==> config.mk <==
export PLATFORM = sky130hd
export DESIGN_NAME = pixel_requantize_bit_packer
export DESIGN_NICKNAME = d
export VERILOG_FILES = /design/src/hdl/pixrq_pkg.sv /design/src/hdl/pixrq_pack.sv /design/src/hdl/pixrq_fifo.sv /design/src/hdl/pixel_requantize_bit_packer.sv
export SDC_FILE = /design/constraint.sdc
export NUM_CORES = 1
export LEC_CHECK = 0
export BUFFER_PORTS_ARGS = -buffer_cell sky130_fd_sc_hd__buf_2
export CORE_ASPECT_RATIO = 0.7
export CORE_MARGIN = 2
export CORE_UTILIZATION = 30
export CTS_CLUSTER_SIZE = 40
export DETAILED_ROUTE_END_ITERATION = 10
export PLACE_DENSITY = 0.56
export SETUP_SLACK_MARGIN = 0.1
export SKIP_LAST_GASP = 1
export SYNTH_ARGS = -nofsm -noshare
export SYNTH_HDL_FRONTEND = slang
export SYNTH_SLANG_ARGS = --single-unit
export TNS_END_PERCENT = 1
==> constraint.sdc <==
create_clock -name clk -period 11.9 [get_ports clk]
set_input_delay 0 -clock clk [delete_from_list [all_inputs] [get_ports clk]]
set_output_delay 0 -clock clk [all_outputs]
set_load 0.01 [all_outputs]
==> src/hdl/pixrq_pkg.sv <==
// Types, constants and a helper function shared by the pixel requantize bit packer.
`timescale 1ns / 1ps
`default_nettype none

package pixrq_pkg;

    // Field widths of the stream and of the configuration register.
    localparam int PIXEL_W = 8;
    localparam int BYTE_W  = 8;
    localparam int LEVEL_W = 7;
    localparam int FILL_W  = 3;
    localparam int TOTAL_W = 4;
    localparam int SHIFT_W = 5;
    localparam int PROD_W  = PIXEL_W + LEVEL_W;
    localparam int WIN_W   = 2 * BYTE_W;

    // Requantization divides by a power of two, so the divide is a shift.
    localparam int SCALE_RANGE = 256;
    localparam int SCALE_SHIFT = $clog2(SCALE_RANGE);

    // Gray level after reset.
    localparam logic [LEVEL_W-1:0] LEVEL_RESET = 7'd127;

    // Result queue: each pixel pushes at most two bytes.
    localparam int FIFO_DEPTH = 4;
    localparam int PTR_W      = $clog2(FIFO_DEPTH);
    localparam int CNT_W      = $clog2(FIFO_DEPTH + 1);

    // One input item.
    typedef struct packed {
        logic [PIXEL_W-1:0] pixel;
        logic               last_pixel;
    } pix_in_t;

    // One result item.
    typedef struct packed {
        logic [BYTE_W-1:0] packed_byte;
        logic              last_of_run;
    } pix_out_t;

    // Bytes handed from the packer to the result queue in one cycle.
    typedef struct packed {
        logic [1:0] cnt;
        pix_out_t   first;
        pix_out_t   second;
    } pix_push_t;

    // Number of significant bits of the gray level, 0 to 7.
    function automatic logic [FILL_W-1:0] bit_length(input logic [LEVEL_W-1:0] v);
        logic [FILL_W-1:0] n;
        n = '0;
        for (int i = 0; i < LEVEL_W; i++)
        begin
            if (v[i])
            begin
                n = FILL_W'(i + 1);
            end
        end
        return n;
    endfunction

endpackage

`default_nettype wire

==> src/hdl/pixrq_pack.sv <==
// Input register, requantizer and byte accumulator of the bit packer.
`timescale 1ns / 1ps
`default_nettype none

module pixrq_pack (
    input  wire logic                              clk,
    input  wire logic                              rst_n,
    input  wire logic                              in_valid,
    output logic                                   in_stall,
    input  wire pixrq_pkg::pix_in_t                in_data,
    input  wire logic                              cfg_valid,
    output logic                                   cfg_ready,
    input  wire logic [pixrq_pkg::LEVEL_W-1:0]     cfg_data,
    input  wire logic                              room,
    output pixrq_pkg::pix_push_t                   push
);

    logic                                  item_valid_reg;
    pixrq_pkg::pix_in_t                    item_reg;
    logic [pixrq_pkg::LEVEL_W-1:0]         level_reg;
    logic [pixrq_pkg::BYTE_W-1:0]          acc_reg;
    logic [pixrq_pkg::BYTE_W-1:0]          acc_next;
    logic [pixrq_pkg::FILL_W-1:0]          filled_reg;
    logic [pixrq_pkg::FILL_W-1:0]          filled_next;

    logic                                  advance;
    logic [pixrq_pkg::FILL_W-1:0]          code_len;
    logic [pixrq_pkg::PROD_W-1:0]          product;
    logic [pixrq_pkg::LEVEL_W-1:0]         code;
    logic [pixrq_pkg::LEVEL_W:0]           code_mask;
    logic [pixrq_pkg::TOTAL_W-1:0]         total;
    logic [pixrq_pkg::SHIFT_W-1:0]         shift_amt;
    logic [pixrq_pkg::WIN_W-1:0]           window;
    logic                                  full;
    logic                                  flush;
    logic [pixrq_pkg::BYTE_W-1:0]          acc_mid;
    logic [pixrq_pkg::FILL_W-1:0]          filled_mid;

    // The configuration register takes every write.
    assign cfg_ready = 1'b1;

    always_ff @(posedge clk or negedge rst_n)
    begin
        if (!rst_n)
        begin
            level_reg <= pixrq_pkg::LEVEL_RESET;
        end
        else if (cfg_valid)
        begin
            level_reg <= cfg_data;
        end
    end

    // The held pixel moves on whenever the result queue has room for two bytes.
    assign advance  = item_valid_reg && room;
    assign in_stall = item_valid_reg && !room;

    // Input register.
    always_ff @(posedge clk or negedge rst_n)
    begin
        if (!rst_n)
        begin
            item_valid_reg <= 1'b0;
        end
        else if (!in_stall)
        begin
            item_valid_reg <= in_valid;
        end
    end

    always_ff @(posedge clk)
    begin
        if (!in_stall && in_valid)
        begin
            item_reg <= in_data;
        end
    end

    // Requantize: pixel times level over the scale range, kept to its code width.
    always_comb
    begin
        code_len  = pixrq_pkg::bit_length(level_reg);
        product   = pixrq_pkg::PROD_W'(item_reg.pixel) * pixrq_pkg::PROD_W'(level_reg);
        code_mask = ((pixrq_pkg::LEVEL_W + 1)'(1) << code_len)
                    - (pixrq_pkg::LEVEL_W + 1)'(1);
        code      = pixrq_pkg::LEVEL_W'(product >> pixrq_pkg::SCALE_SHIFT)
                    & code_mask[pixrq_pkg::LEVEL_W-1:0];
    end

    // Place the new code right under the pending bits in a two-byte window.
    always_comb
    begin
        total      = pixrq_pkg::TOTAL_W'(filled_reg) + pixrq_pkg::TOTAL_W'(code_len);
        shift_amt  = pixrq_pkg::SHIFT_W'(pixrq_pkg::WIN_W) - pixrq_pkg::SHIFT_W'(total);
        window     = {acc_reg, {pixrq_pkg::BYTE_W{1'b0}}}
                     | (pixrq_pkg::WIN_W'(code) << shift_amt);
        full       = total >= pixrq_pkg::TOTAL_W'(pixrq_pkg::BYTE_W);
        acc_mid    = full ? window[pixrq_pkg::BYTE_W-1:0]
                          : window[pixrq_pkg::WIN_W-1:pixrq_pkg::BYTE_W];
        filled_mid = full ? pixrq_pkg::FILL_W'(total - pixrq_pkg::TOTAL_W'(pixrq_pkg::BYTE_W))
                          : total[pixrq_pkg::FILL_W-1:0];
        flush      = item_reg.last_pixel && (filled_mid != '0);
    end

    // Bytes produced by this pixel: a completed byte, then a padded flush byte.
    always_comb
    begin
        push.second.packed_byte = acc_mid;
        push.second.last_of_run = 1'b1;
        push.cnt                = 2'd0;
        if (full)
        begin
            push.first.packed_byte = window[pixrq_pkg::WIN_W-1:pixrq_pkg::BYTE_W];
            push.first.last_of_run = !flush;
        end
        else
        begin
            push.first.packed_byte = acc_mid;
            push.first.last_of_run = 1'b1;
        end
        if (advance)
        begin
            push.cnt = 2'(full) + 2'(flush);
        end
    end

    // Accumulator state after this pixel.
    always_comb
    begin
        acc_next    = acc_reg;
        filled_next = filled_reg;
        if (advance)
        begin
            acc_next    = flush ? '0 : acc_mid;
            filled_next = flush ? '0 : filled_mid;
        end
    end

    always_ff @(posedge clk or negedge rst_n)
    begin
        if (!rst_n)
        begin
            acc_reg    <= '0;
            filled_reg <= '0;
        end
        else
        begin
            acc_reg    <= acc_next;
            filled_reg <= filled_next;
        end
    end

endmodule

`default_nettype wire

==> src/hdl/pixrq_fifo.sv <==
// Four-entry result queue; per cycle up to two bytes in, one out if unstalled.
`timescale 1ns / 1ps
`default_nettype none

module pixrq_fifo (
    input  wire logic                  clk,
    input  wire logic                  rst_n,
    input  wire pixrq_pkg::pix_push_t  push,
    output logic                       room,
    output logic                       out_valid,
    input  wire logic                  out_stall,
    output pixrq_pkg::pix_out_t        out_data
);

    pixrq_pkg::pix_out_t               mem_reg [pixrq_pkg::FIFO_DEPTH];
    logic [pixrq_pkg::PTR_W-1:0]       wr_ptr_reg;
    logic [pixrq_pkg::PTR_W-1:0]       wr_ptr_next;
    logic [pixrq_pkg::PTR_W-1:0]       rd_ptr_reg;
    logic [pixrq_pkg::PTR_W-1:0]       rd_ptr_next;
    logic [pixrq_pkg::CNT_W-1:0]       count_reg;
    logic [pixrq_pkg::CNT_W-1:0]       count_next;
    logic [pixrq_pkg::PTR_W-1:0]       wr_ptr_plus1;
    logic                              pop;

    // Room for a full pair of bytes, judged on the registered count only.
    assign room      = count_reg <= pixrq_pkg::CNT_W'(pixrq_pkg::FIFO_DEPTH - 2);
    assign out_valid = count_reg != '0;
    assign out_data  = mem_reg[rd_ptr_reg];
    assign pop       = out_valid && !out_stall;
    assign wr_ptr_plus1 = wr_ptr_reg + pixrq_pkg::PTR_W'(1);

    // Pointer and occupancy update.
    always_comb
    begin
        wr_ptr_next = wr_ptr_reg + pixrq_pkg::PTR_W'(push.cnt);
        rd_ptr_next = rd_ptr_reg + pixrq_pkg::PTR_W'(pop);
        count_next  = count_reg + pixrq_pkg::CNT_W'(push.cnt) - pixrq_pkg::CNT_W'(pop);
    end

    always_ff @(posedge clk or negedge rst_n)
    begin
        if (!rst_n)
        begin
            wr_ptr_reg <= '0;
            rd_ptr_reg <= '0;
            count_reg  <= '0;
        end
        else
        begin
            wr_ptr_reg <= wr_ptr_next;
            rd_ptr_reg <= rd_ptr_next;
            count_reg  <= count_next;
        end
    end

    // Storage writes: first byte at the write pointer, second right after it.
    always_ff @(posedge clk)
    begin
        if (push.cnt != 2'd0)
        begin
            mem_reg[wr_ptr_reg] <= push.first;
        end
        if (push.cnt == 2'd2)
        begin
            mem_reg[wr_ptr_plus1] <= push.second;
        end
    end

endmodule

`default_nettype wire

==> src/hdl/pixel_requantize_bit_packer.sv <==
// Top level of the pixel requantize bit packer.
// A pixel is held in the input register, then its bytes are written to the result queue.
// Throughput: one pixel per cycle while the queue has room for two; the single output byte
// per cycle is the limit when a pixel yields two bytes, which a four-entry queue absorbs.
// Reset: rst_n clears the accumulator, the queue and the input register and sets the
// gray level to 127; no clearing pass is needed.
`timescale 1ns / 1ps
`default_nettype none

module pixel_requantize_bit_packer (
    input  wire logic                              clk,
    input  wire logic                              rst_n,
    input  wire logic                              in_valid,
    output logic                                   in_stall,
    input  wire pixrq_pkg::pix_in_t                in_data,
    output logic                                   out_valid,
    input  wire logic                              out_stall,
    output pixrq_pkg::pix_out_t                    out_data,
    input  wire logic                              cfg_valid,
    output logic                                   cfg_ready,
    input  wire logic [pixrq_pkg::LEVEL_W-1:0]     cfg_data
);

    pixrq_pkg::pix_push_t push;
    logic                 room;

    // Requantizer and byte accumulator.
    pixrq_pack u_pack (
        .clk       (clk),
        .rst_n     (rst_n),
        .in_valid  (in_valid),
        .in_stall  (in_stall),
        .in_data   (in_data),
        .cfg_valid (cfg_valid),
        .cfg_ready (cfg_ready),
        .cfg_data  (cfg_data),
        .room      (room),
        .push      (push)
    );

    // Result queue toward the output channel.
    pixrq_fifo u_fifo (
        .clk       (clk),
        .rst_n     (rst_n),
        .push      (push),
        .room      (room),
        .out_valid (out_valid),
        .out_stall (out_stall),
        .out_data  (out_data)
    );

endmodule

`default_nettype wire

======== After elaboration in Yosys (flattened, before gate mapping) ========
Memory sizes are Yosys's and may differ from the RTL's.
Cells that the tools add are included.
storage, ports and cells
  register bits after elaboration ......... 35
  memory bits (writable) .................. 36
  bits of input ports ..................... 21
  output and inout bits ................... 12
  word-level logic and storage cells ...... 57
  memories kept ........................... 1
memories
  name            depth  width  rd ports  clocked after memory_dff  write ports  RTL line          text
  u_fifo.mem_reg  4      9      1         0                         2            pixrq_fifo.sv:15  pixrq_pkg::pix_out_t mem_reg [pixrq_pkg::FIFO_DEPTH];
cells by class
  $add $sub $neg .......................... 10
  multiply operators ...................... 1
  order comparisons ....................... 2
  eq/ne operators ......................... 1
  shifts and indexed selects .............. 2
  multiplexer cells ....................... 17
  bitwise operators ....................... 2
  reduce and logical (&&, ||, !) cells .... 12
operators with widths
  operator               count
  $mux W3                8
  $mux W8                2
  $or A16 B16 Y16        1
  $shl A7 B5 Y16         1
  $mul A8 B7 Y15         1
  $mux W9                1
  $and A7 B7 Y7          1
  $shl A1 B3 Y7 const A  1
  $sub A7 B2 Y7 const B  1
  $reduce_bool A3 Y1     2
  $logic_and A1 B1 Y1    5
  $mux W1                5
  $sub A5 B4 Y5 const A  1
  $add A3 B3 Y4          1
  $ge A4 B4 Y1 const B   1
  $logic_not A1 Y1       4
  $add A3 B2 Y3          1
  $le A3 B2 Y1 const B   1
  $sub A3 B1 Y3          1
  $sub A3 B1 Y3 const B  1
  $add A1 B1 Y2          1
  $add A2 B1 Y2          1
  $add A2 B1 Y2 const B  1
  $add A2 B2 Y2          1
  other kinds (3)        3

======== Longest topological paths before layout ========
Gate-level depths: netlist (run 1).
  depth in word-level cells ............... 17
  gate-level depth with buffers ........... 21
  mapped depth without buffers ............ 19

======== Cells and area by module ========
From an unflattened synthesis (run 1), not the netlist that was laid out.
unflattened totals
  cells, all modules ...................... 602
  area total of the unflattened synthesis .. 6363.6 sq um
by module, submodules not included
  module      instances  cells each  area an instance (sq um)  seq. area each (sq um)
  pixrq_pack  1          474         4202.8                    754.5
  pixrq_fifo  1          128         2160.8                    1256.2

======== Worst setup path after synthesis (run 1) ========
No wires, ideal clock.
  kind .................................... flip-flop to flip-flop
  start point ............................. reg u_pack.level_reg[6] (netlist bit)
  end point ............................... mem u_fifo.mem_reg[1][6] (netlist bit) (data pin)
  setup time .............................. 274 ps
  arrival ................................. 5403 ps
  data required time ...................... 11626 ps
  slack ................................... 6224 ps
  cell stages (with the launch flop) ...... 19
  path buffers ............................ 1
  clock period less this slack ............ 5676 ps
  path through ............................ dfstp_2 -> clkbuf_1 -> nand2_1 -> fa_1 -> fa_1 -> inv_1 -> fa_1 -> inv_1 -> fa_1 -> inv_1 -> ha_1 -> a211oi_1 -> a211oi_1 -> or3_1 -> and4_1 -> o32ai_1 -> o22ai_1 -> a21oi_1 -> o22ai_1
RTL lines
  what                    RTL line          text
  start, declared         pixrq_pack.sv:20  logic [pixrq_pkg::LEVEL_W-1:0] level_reg;
  start signal, assigned  pixrq_pack.sv:46  level_reg <= pixrq_pkg::LEVEL_RESET;
  start signal, assigned  pixrq_pack.sv:50  level_reg <= cfg_data;
  end, declared           pixrq_fifo.sv:15

==> results.sh, run 1 <==
export IMPL_post_route_cells_drive_above_1_share=0.137
export IMPL_diodes=0
export IMPL_grt_total_usage=0.163
export IMPL_antenna_found_initial=0
export IMPL_synth_top_cells_by_area="edfxtp_1, fa_1, ha_1"
export IMPL_crit_required_ns=11.96
export IMPL_nFillCells=1915
export IMPL_clk_pin_slew_ns=0.06
export IMPL_tritoncts="yes"
export IMPL_regToRegEndpoint="u_fifo.mem_reg[3][3]$_DFFE_PP_"
export IMPL_die_area_um2=20800
export IMPL_timing_slew_headroom=0.504
export IMPL_holdWs_ns=0.0531
export IMPL_tritoncts_num_buffers=9
export IMPL_avgViaCountPerCell=5.44
export IMPL_maximum_number_of_pins_on_one_net_before_global_route_repair=27
export IMPL_crit_path_frequent_cell="fa_1"
export IMPL_synth_top_family_by_area="adder cells"
export IMPL_post_synth_instance_area_um2=5890
export IMPL_run_status="complete, no violations"
export IMPL_design_portCount=33
export IMPL_final_net_count=720
export IMPL_timing_critical_path_slowest_stage_cell="nor4_1"
export IMPL_postSynth_topFlopCell="edfxtp_1"
export IMPL_synth_adder_area_share=0.196
export IMPL_timing_final_ws_setup_ns=5.54
export IMPL_synth_top_cell_area_share=0.209
export IMPL_first_global_vias=4870
export IMPL_crit_path_max_incr_delay_ns=0.69
export IMPL_post_synth_and_or_nand_nor_area_fraction=0.172
export IMPL_synth_compound_area_share=0.182
export IMPL_synthToLayoutAreaGrowth_pct=15.6
export IMPL_worst_r2r_startpoint="u_pack.level_reg[5]$_DFFE_PN1P_"
export IMPL_timing_critical_path_fanout_max=15
export IMPL_finalHoldViolCount=0
export IMPL_cap_viol_max_count=0
export IMPL_core_area_um2=19100
export IMPL_grt_ovfl_total=0
export IMPL_seq_area_frac_synth=0.335
export IMPL_timing_critical_path_cells="nand2_1 -> fa_1 -> fa_1 -> inv_1 -> fa_1 -> inv_1 -> fa_1 -> inv_1 -> ha_1 -> a211oi_1 -> a2111oi_0 -> nor4_1 -> o21ai_0 -> o31ai_1 -> o2111ai_1 -> a21oi_1 -> o22ai_1"
export IMPL_chipHeight_um=121
export IMPL_synth_async_reset_ratio=0.366
export IMPL_yosysUniqueCellTypes=68
export IMPL_timing_reg2reg_worst_path_depth=17
export IMPL_postLayoutCoreUtil=0.357
export IMPL_clock_fmax_mhz=157
export IMPL_clk_latency_ns=0.34
export IMPL_critical_path_endpoint_type="flip-flop"
export IMPL_biggest_area_consumer_among_synthesized_cells="edfxtp_1"
export IMPL_floorplan_rows=42
export IMPL_worst_setup_path_type="flip-flop to flip-flop"
export IMPL_largest_register_ff_count=36
export IMPL_ctsHoldBuffers=22
export IMPL_clock_skew_final_ns=0.00548
export IMPL_port_buffers=31
export IMPL_crit_start="u_pack.level_reg[5]$_DFFE_PN1P_"
export IMPL_worst_slew_pin_transition_ns=0.737
export IMPL_dr_iter_0_viols=597
export IMPL_seq_area_um2=1970
export IMPL_grt_setup_unrepaired="false"
export IMPL_synth_edff_count=41
export IMPL_cts_post_setup_buffers_inserted=0
export IMPL_period_minus_slack_ns=6.36
export IMPL_max_clock_buf_depth=2
export IMPL_cts_sinks=71
export IMPL_num_vias=4863
export IMPL_yosys_register_bits=71
export IMPL_die_width_um=171
export IMPL_final_setup_tns_ns=0
export IMPL_ant_nets=0
export IMPL_holdCritPathClass="input pin to flip-flop"
export IMPL_cts_resized=0
export IMPL_layout_cells_most_common_list="nand2_1, inv_1, and2_1"
export IMPL_most_common_cell_after_layout_fill_and_taps_aside="nand2_1"
export IMPL_cp_data_arrival_time_ns=6.42
export IMPL_r2r_setup_slack_ns=5.54
export IMPL_multi_input_comb_area_um2=3620
export IMPL_grt_pass1_wl_mm=26.2
export IMPL_report_final_slew_viol_count=0
export IMPL_min_period_over_period=0.534
export IMPL_postSynthNetCount=683
export IMPL_dpl_worst_slack_ns=5.71
export IMPL_cts_root_buffer="clkbuf_16"
export IMPL_cp_start_kind="flip-flop"
export IMPL_finalSetupViolations=0
export IMPL_synth_xor_xnor_area_share=0.0134
export IMPL_worst_setup_path_endpoint="u_fifo.mem_reg[3][3]$_DFFE_PP_"
export IMPL_wl_mm=15.7
export IMPL_drt_pre_antenna_iters=5
export IMPL_hpwl_mm=12.2
export IMPL_synthCells=588
export IMPL_initial_core_util=0.309
export IMPL_finalWeightedCongestion=0.954
export IMPL_route_detailed_wl_per_inst_um=17.6
export IMPL_remaining_drc_errors=0
export IMPL_synth_avg_cell_area_um2=10.0
export IMPL_cts_max_level=3
export IMPL_synthesis_yosys_warnings=0
export IMPL_synthMuxAreaShare=0.0512
## stage by stage
step,area [um^2],std cells
floorplan,5890,588
global placement,6250,856
detailed placement,6250,856
CTS,6800,894
global route,6800,894
finish,6800,894
## how the worst min path moves through the flow
| stage | from | to | cells after the start |
|---|---|---|---|
| final | cfg_valid | u_pack.level_reg[2]$_DFFE_PN1P_ | 2 |
| after global routing | cfg_valid | u_pack.level_reg[4]$_DFFE_PN1P_ | 2 |
| after CTS | cfg_valid | u_pack.level_reg[2]$_DFFE_PN1P_ | 2 |
| after detailed placement | rst_n | u_pack.acc_reg[2]$_DFFE_PN0P_ | 1 |
| after global placement | rst_n | u_pack.acc_reg[4]$_DFFE_PN0P_ | 1 |
| after floorplan | rst_n | u_fifo.count_reg[0]$_DFF_PN0_ | 0 |
## layer usage
metal / track usage / wire length [um]
met1: 0.247 / 7870
met2: 0.235 / 6500
met3: 0.0320 / 1170
met4: 0.0413 / 176
met5: 0 / 0
## layout make-up
| type | instances | area share |
|---|---|---|
| clock buffer | 9 | 0.0331 |
| clock inverter | 7 | 0.0154 |
| inverter | 46 | 0.0254 |
| multi-input combinational | 443 | 0.532 |
| sequential | 71 | 0.290 |
| tap | 264 | 0.0485 |
| timing repair buffer | 54 | 0.0563 |
## cell usage after synthesis (6+ instances only)
master and instances:
nand3_1 15, mux4_2 10, a211oi_1 10, fa_1 30, o211ai_1 8, o22ai_1 34
nand2_1 52, nor2_1 17, dfrtp_1 19, edfxtp_1 41, a21o_1 9, dfstp_2 7
nor3_1 8, inv_1 46, nor4_1 6, o21ai_0 23, clkbuf_1 20, o21a_1 8
ha_1 44, nand2b_1 6, nand3b_1 6, a21oi_1 17, or3_1 10, and2_1 45
## critical path: cells and delay by family, from the launching register on
kind / cells / cell delay (ns)
AOI/OAI and AO/OA: 7 / 2.02
DFF: 1 / 0.66
and+or+nand+nor: 2 / 0.80
adders and majority gates: 5 / 2.44
buffers and inverters: 3 / 0.14
## logic make-up after synthesis
| kind of cell | count (synthesis) |
|---|---|
| compound gates | 154 |
| simple gates | 188 |
| buf+inv | 74 |
| other cells | 1 |
| flops | 71 |
| mux | 17 |
| xor+xnor | 9 |
| fa+ha+maj | 74 |
Power of run 1 is not shown: default switching activity piles up to over one toggle a cycle in this logic, so the estimate is an artifact.
==> run 2: changes to the inputs <==
--- a/config.mk
+++ b/config.mk
@@ -11,7 +11,7 @@
 export CORE_UTILIZATION = 30
 export CTS_CLUSTER_SIZE = 40
 export DETAILED_ROUTE_END_ITERATION = 10
-export PLACE_DENSITY = 0.56
+export PLACE_DENSITY = 0.58
 export SETUP_SLACK_MARGIN = 0.1
 export SKIP_LAST_GASP = 1
 export SYNTH_ARGS = -nofsm -noshare
==> constraint.sdc (replaced) <==
create_clock -name clk -period 5.3 [get_ports clk]
set_input_delay 0 -clock clk [delete_from_list [all_inputs] [get_ports clk]]
set_output_delay 0 -clock clk [all_outputs]
set_load 0.01 [all_outputs]
==> results.sh, run 2 (synthesis gave the netlist of run 1 again) <==
export IMPL_holdWs_ns=0.0388
export IMPL_antenna_found_initial=0
export IMPL_chipHeight_um=121
export IMPL_core_area_um2=19100
export IMPL_run_status="complete, but fails checks"
export IMPL_failed_checks="negative setup slack"
export IMPL_route_detailed_wl_per_inst_um=16.5
export IMPL_port_buffers=31
export IMPL_r2r_setup_slack_ns=-0.11
export IMPL_grt_ovfl_total=0
export IMPL_post_route_cells_drive_above_1_share=0.272
export IMPL_timing_critical_path_fanout_max=11
export IMPL_worst_slew_pin_transition_ns=0.669
export IMPL_critical_path_cell_count=17
export IMPL_critical_path_endpoint_type="flip-flop"
export IMPL_synthToLayoutAreaGrowth_pct=27.3
export IMPL_timing_slew_headroom=0.554
export IMPL_first_global_vias=5144
export IMPL_hold_path_cell_count=2
export IMPL_num_vias=5141
export IMPL_cts_root_buffer="clkbuf_16"
export IMPL_min_period_over_period=1.02
export IMPL_ant_nets=0
export IMPL_timing_critical_path_cells="buf_4 -> nand2_1 -> fa_1 -> inv_1 -> fa_1 -> fa_1 -> ha_1 -> ha_4 -> a21o_1 -> a31o_1 -> a211o_1 -> or4b_4 -> and2_4 -> mux4_2 -> mux2i_1 -> nand2_2 -> o22ai_2"
export IMPL_avgViaCountPerCell=5.36
export IMPL_final_net_count=785
export IMPL_grt_setup_unrepaired="true"
export IMPL_design_portCount=33
export IMPL_largest_register_ff_count=36
export IMPL_clk_latency_ns=0.35
export IMPL_remaining_drc_errors=0
export IMPL_initial_core_util=0.309
export IMPL_cp_data_arrival_time_ns=5.60
export IMPL_timing_critical_path_slowest_stage_cell="dfstp_2"
export IMPL_cts_max_level=3
export IMPL_max_clock_buf_depth=2
export IMPL_hpwl_mm=12.1
export IMPL_dr_iter_0_viols=461
export IMPL_finalWeightedCongestion=0.903
export IMPL_finalInstanceArea_um2=7490
export IMPL_tritoncts="yes"
export IMPL_timing_reg2reg_worst_path_depth=17
export IMPL_dpl_worst_slack_ns=-0.269
export IMPL_period_minus_slack_ns=5.41
export IMPL_wl_mm=15.8
export IMPL_cap_viol_max_count=0
export IMPL_clock_skew_final_ns=0.00799
export IMPL_crit_path_frequent_cell="fa_1"
export IMPL_finalSetupViolations=6
export IMPL_dpl_cell_area_um2=6750
export IMPL_postLayoutCoreUtil=0.393
export IMPL_die_width_um=171
export IMPL_grt_total_usage=0.160
export IMPL_clock_fmax_mhz=185
export IMPL_maximum_number_of_pins_on_one_net_before_global_route_repair=27
export IMPL_diodes=0
export IMPL_worst_setup_path_type="flip-flop to flip-flop"
export IMPL_crit_required_ns=5.49
export IMPL_cp_start_kind="flip-flop"
export IMPL_holdCritPathClass="input pin to flip-flop"
export IMPL_report_final_slew_viol_count=0
export IMPL_most_common_cell_after_layout_fill_and_taps_aside="buf_4"
export IMPL_floorplan_rows=42
export IMPL_grt_pass1_wl_mm=26.1
export IMPL_worst_path_buf_inv=2
export IMPL_die_area_um2=20800
export IMPL_cts_sinks=71
export IMPL_clk_pin_slew_ns=0.06
export IMPL_crit_path_max_incr_delay_ns=0.57
export IMPL_layout_cells_most_common_list="buf_4, nand2_1, inv_1"
export IMPL_drt_pre_antenna_iters=5
export IMPL_critical_path_top_delay_family="adder cells"
export IMPL_tritoncts_num_buffers=9
export IMPL_timing_final_ws_setup_ns=-0.110
export IMPL_finalHoldViolCount=0
==> run 2: cell count changes in the layout (fill, tap and decap cells not counted), sizes merged <==
| cell | delta |
|---|---|
| clkinv | +1 |
| buf | +65 |
| clkinvlp | +1 |
| inv | -1 |
| bufinv | -1 |
==> run 2: worst paths after layout <==
kind / end / startpoint
worst max-delay path: u_fifo.mem_reg[0][7]$_DFFE_PP_ / u_pack.level_reg[6]$_DFFE_PN1P_
min in group asynchronous: u_pack.acc_reg[4]$_DFFE_PN0P_ / rst_n
max in group asynchronous: u_fifo.rd_ptr_reg[1]$_DFF_PN0_ / rst_n
worst min-delay path: u_pack.level_reg[0]$_DFFE_PN1P_ / cfg_valid
worst max register to register: u_fifo.mem_reg[0][7]$_DFFE_PP_ / u_pack.level_reg[6]$_DFFE_PN1P_
worst min register to register: u_pack.filled_reg[0]$_DFFE_PN0P_ / u_pack.item_reg[0]$_DFFE_PP_
==> run 2: stage by stage <==
step           std cells  setup TNS [ns]
2_1_floorplan        588               0
3_3_place_gp         910          -0.937
3_5_place_dp         910           -1.76
4_1_cts              953          -0.522
5_1_grt              959           -3.71
6_report             959          -0.435
==> run 2: layer usage <==
layer  GRT usage  share of wire  up-vias
met1       0.238           0.49     2542
li1            -              -     2383
met4      0.0482          0.014        0
met5           0              0        -
met3      0.0320          0.068       21
met2       0.233           0.43      195
==> run 2: cell type report <==
class,instances,area (um^2)
fill,1844,11600
multi-input combinational,443,3840
sequential,71,1970
timing repair buffer,119,875
tap,264,330
clock buffer,9,225
inverter,46,173
clock inverter,7,82.6
==> run 2: timing repair <==
item | in CTS | in global routing
buffers inserted | 5 | 6
endpoints found under the hold margin | 36 | 0
hold buffers | 22 | 0
setup endpoints to repair | 33 | 40
gates resized for setup | 13 | 17
pin swaps | 12 | 14
Power of run 2 is left out for the same reason.
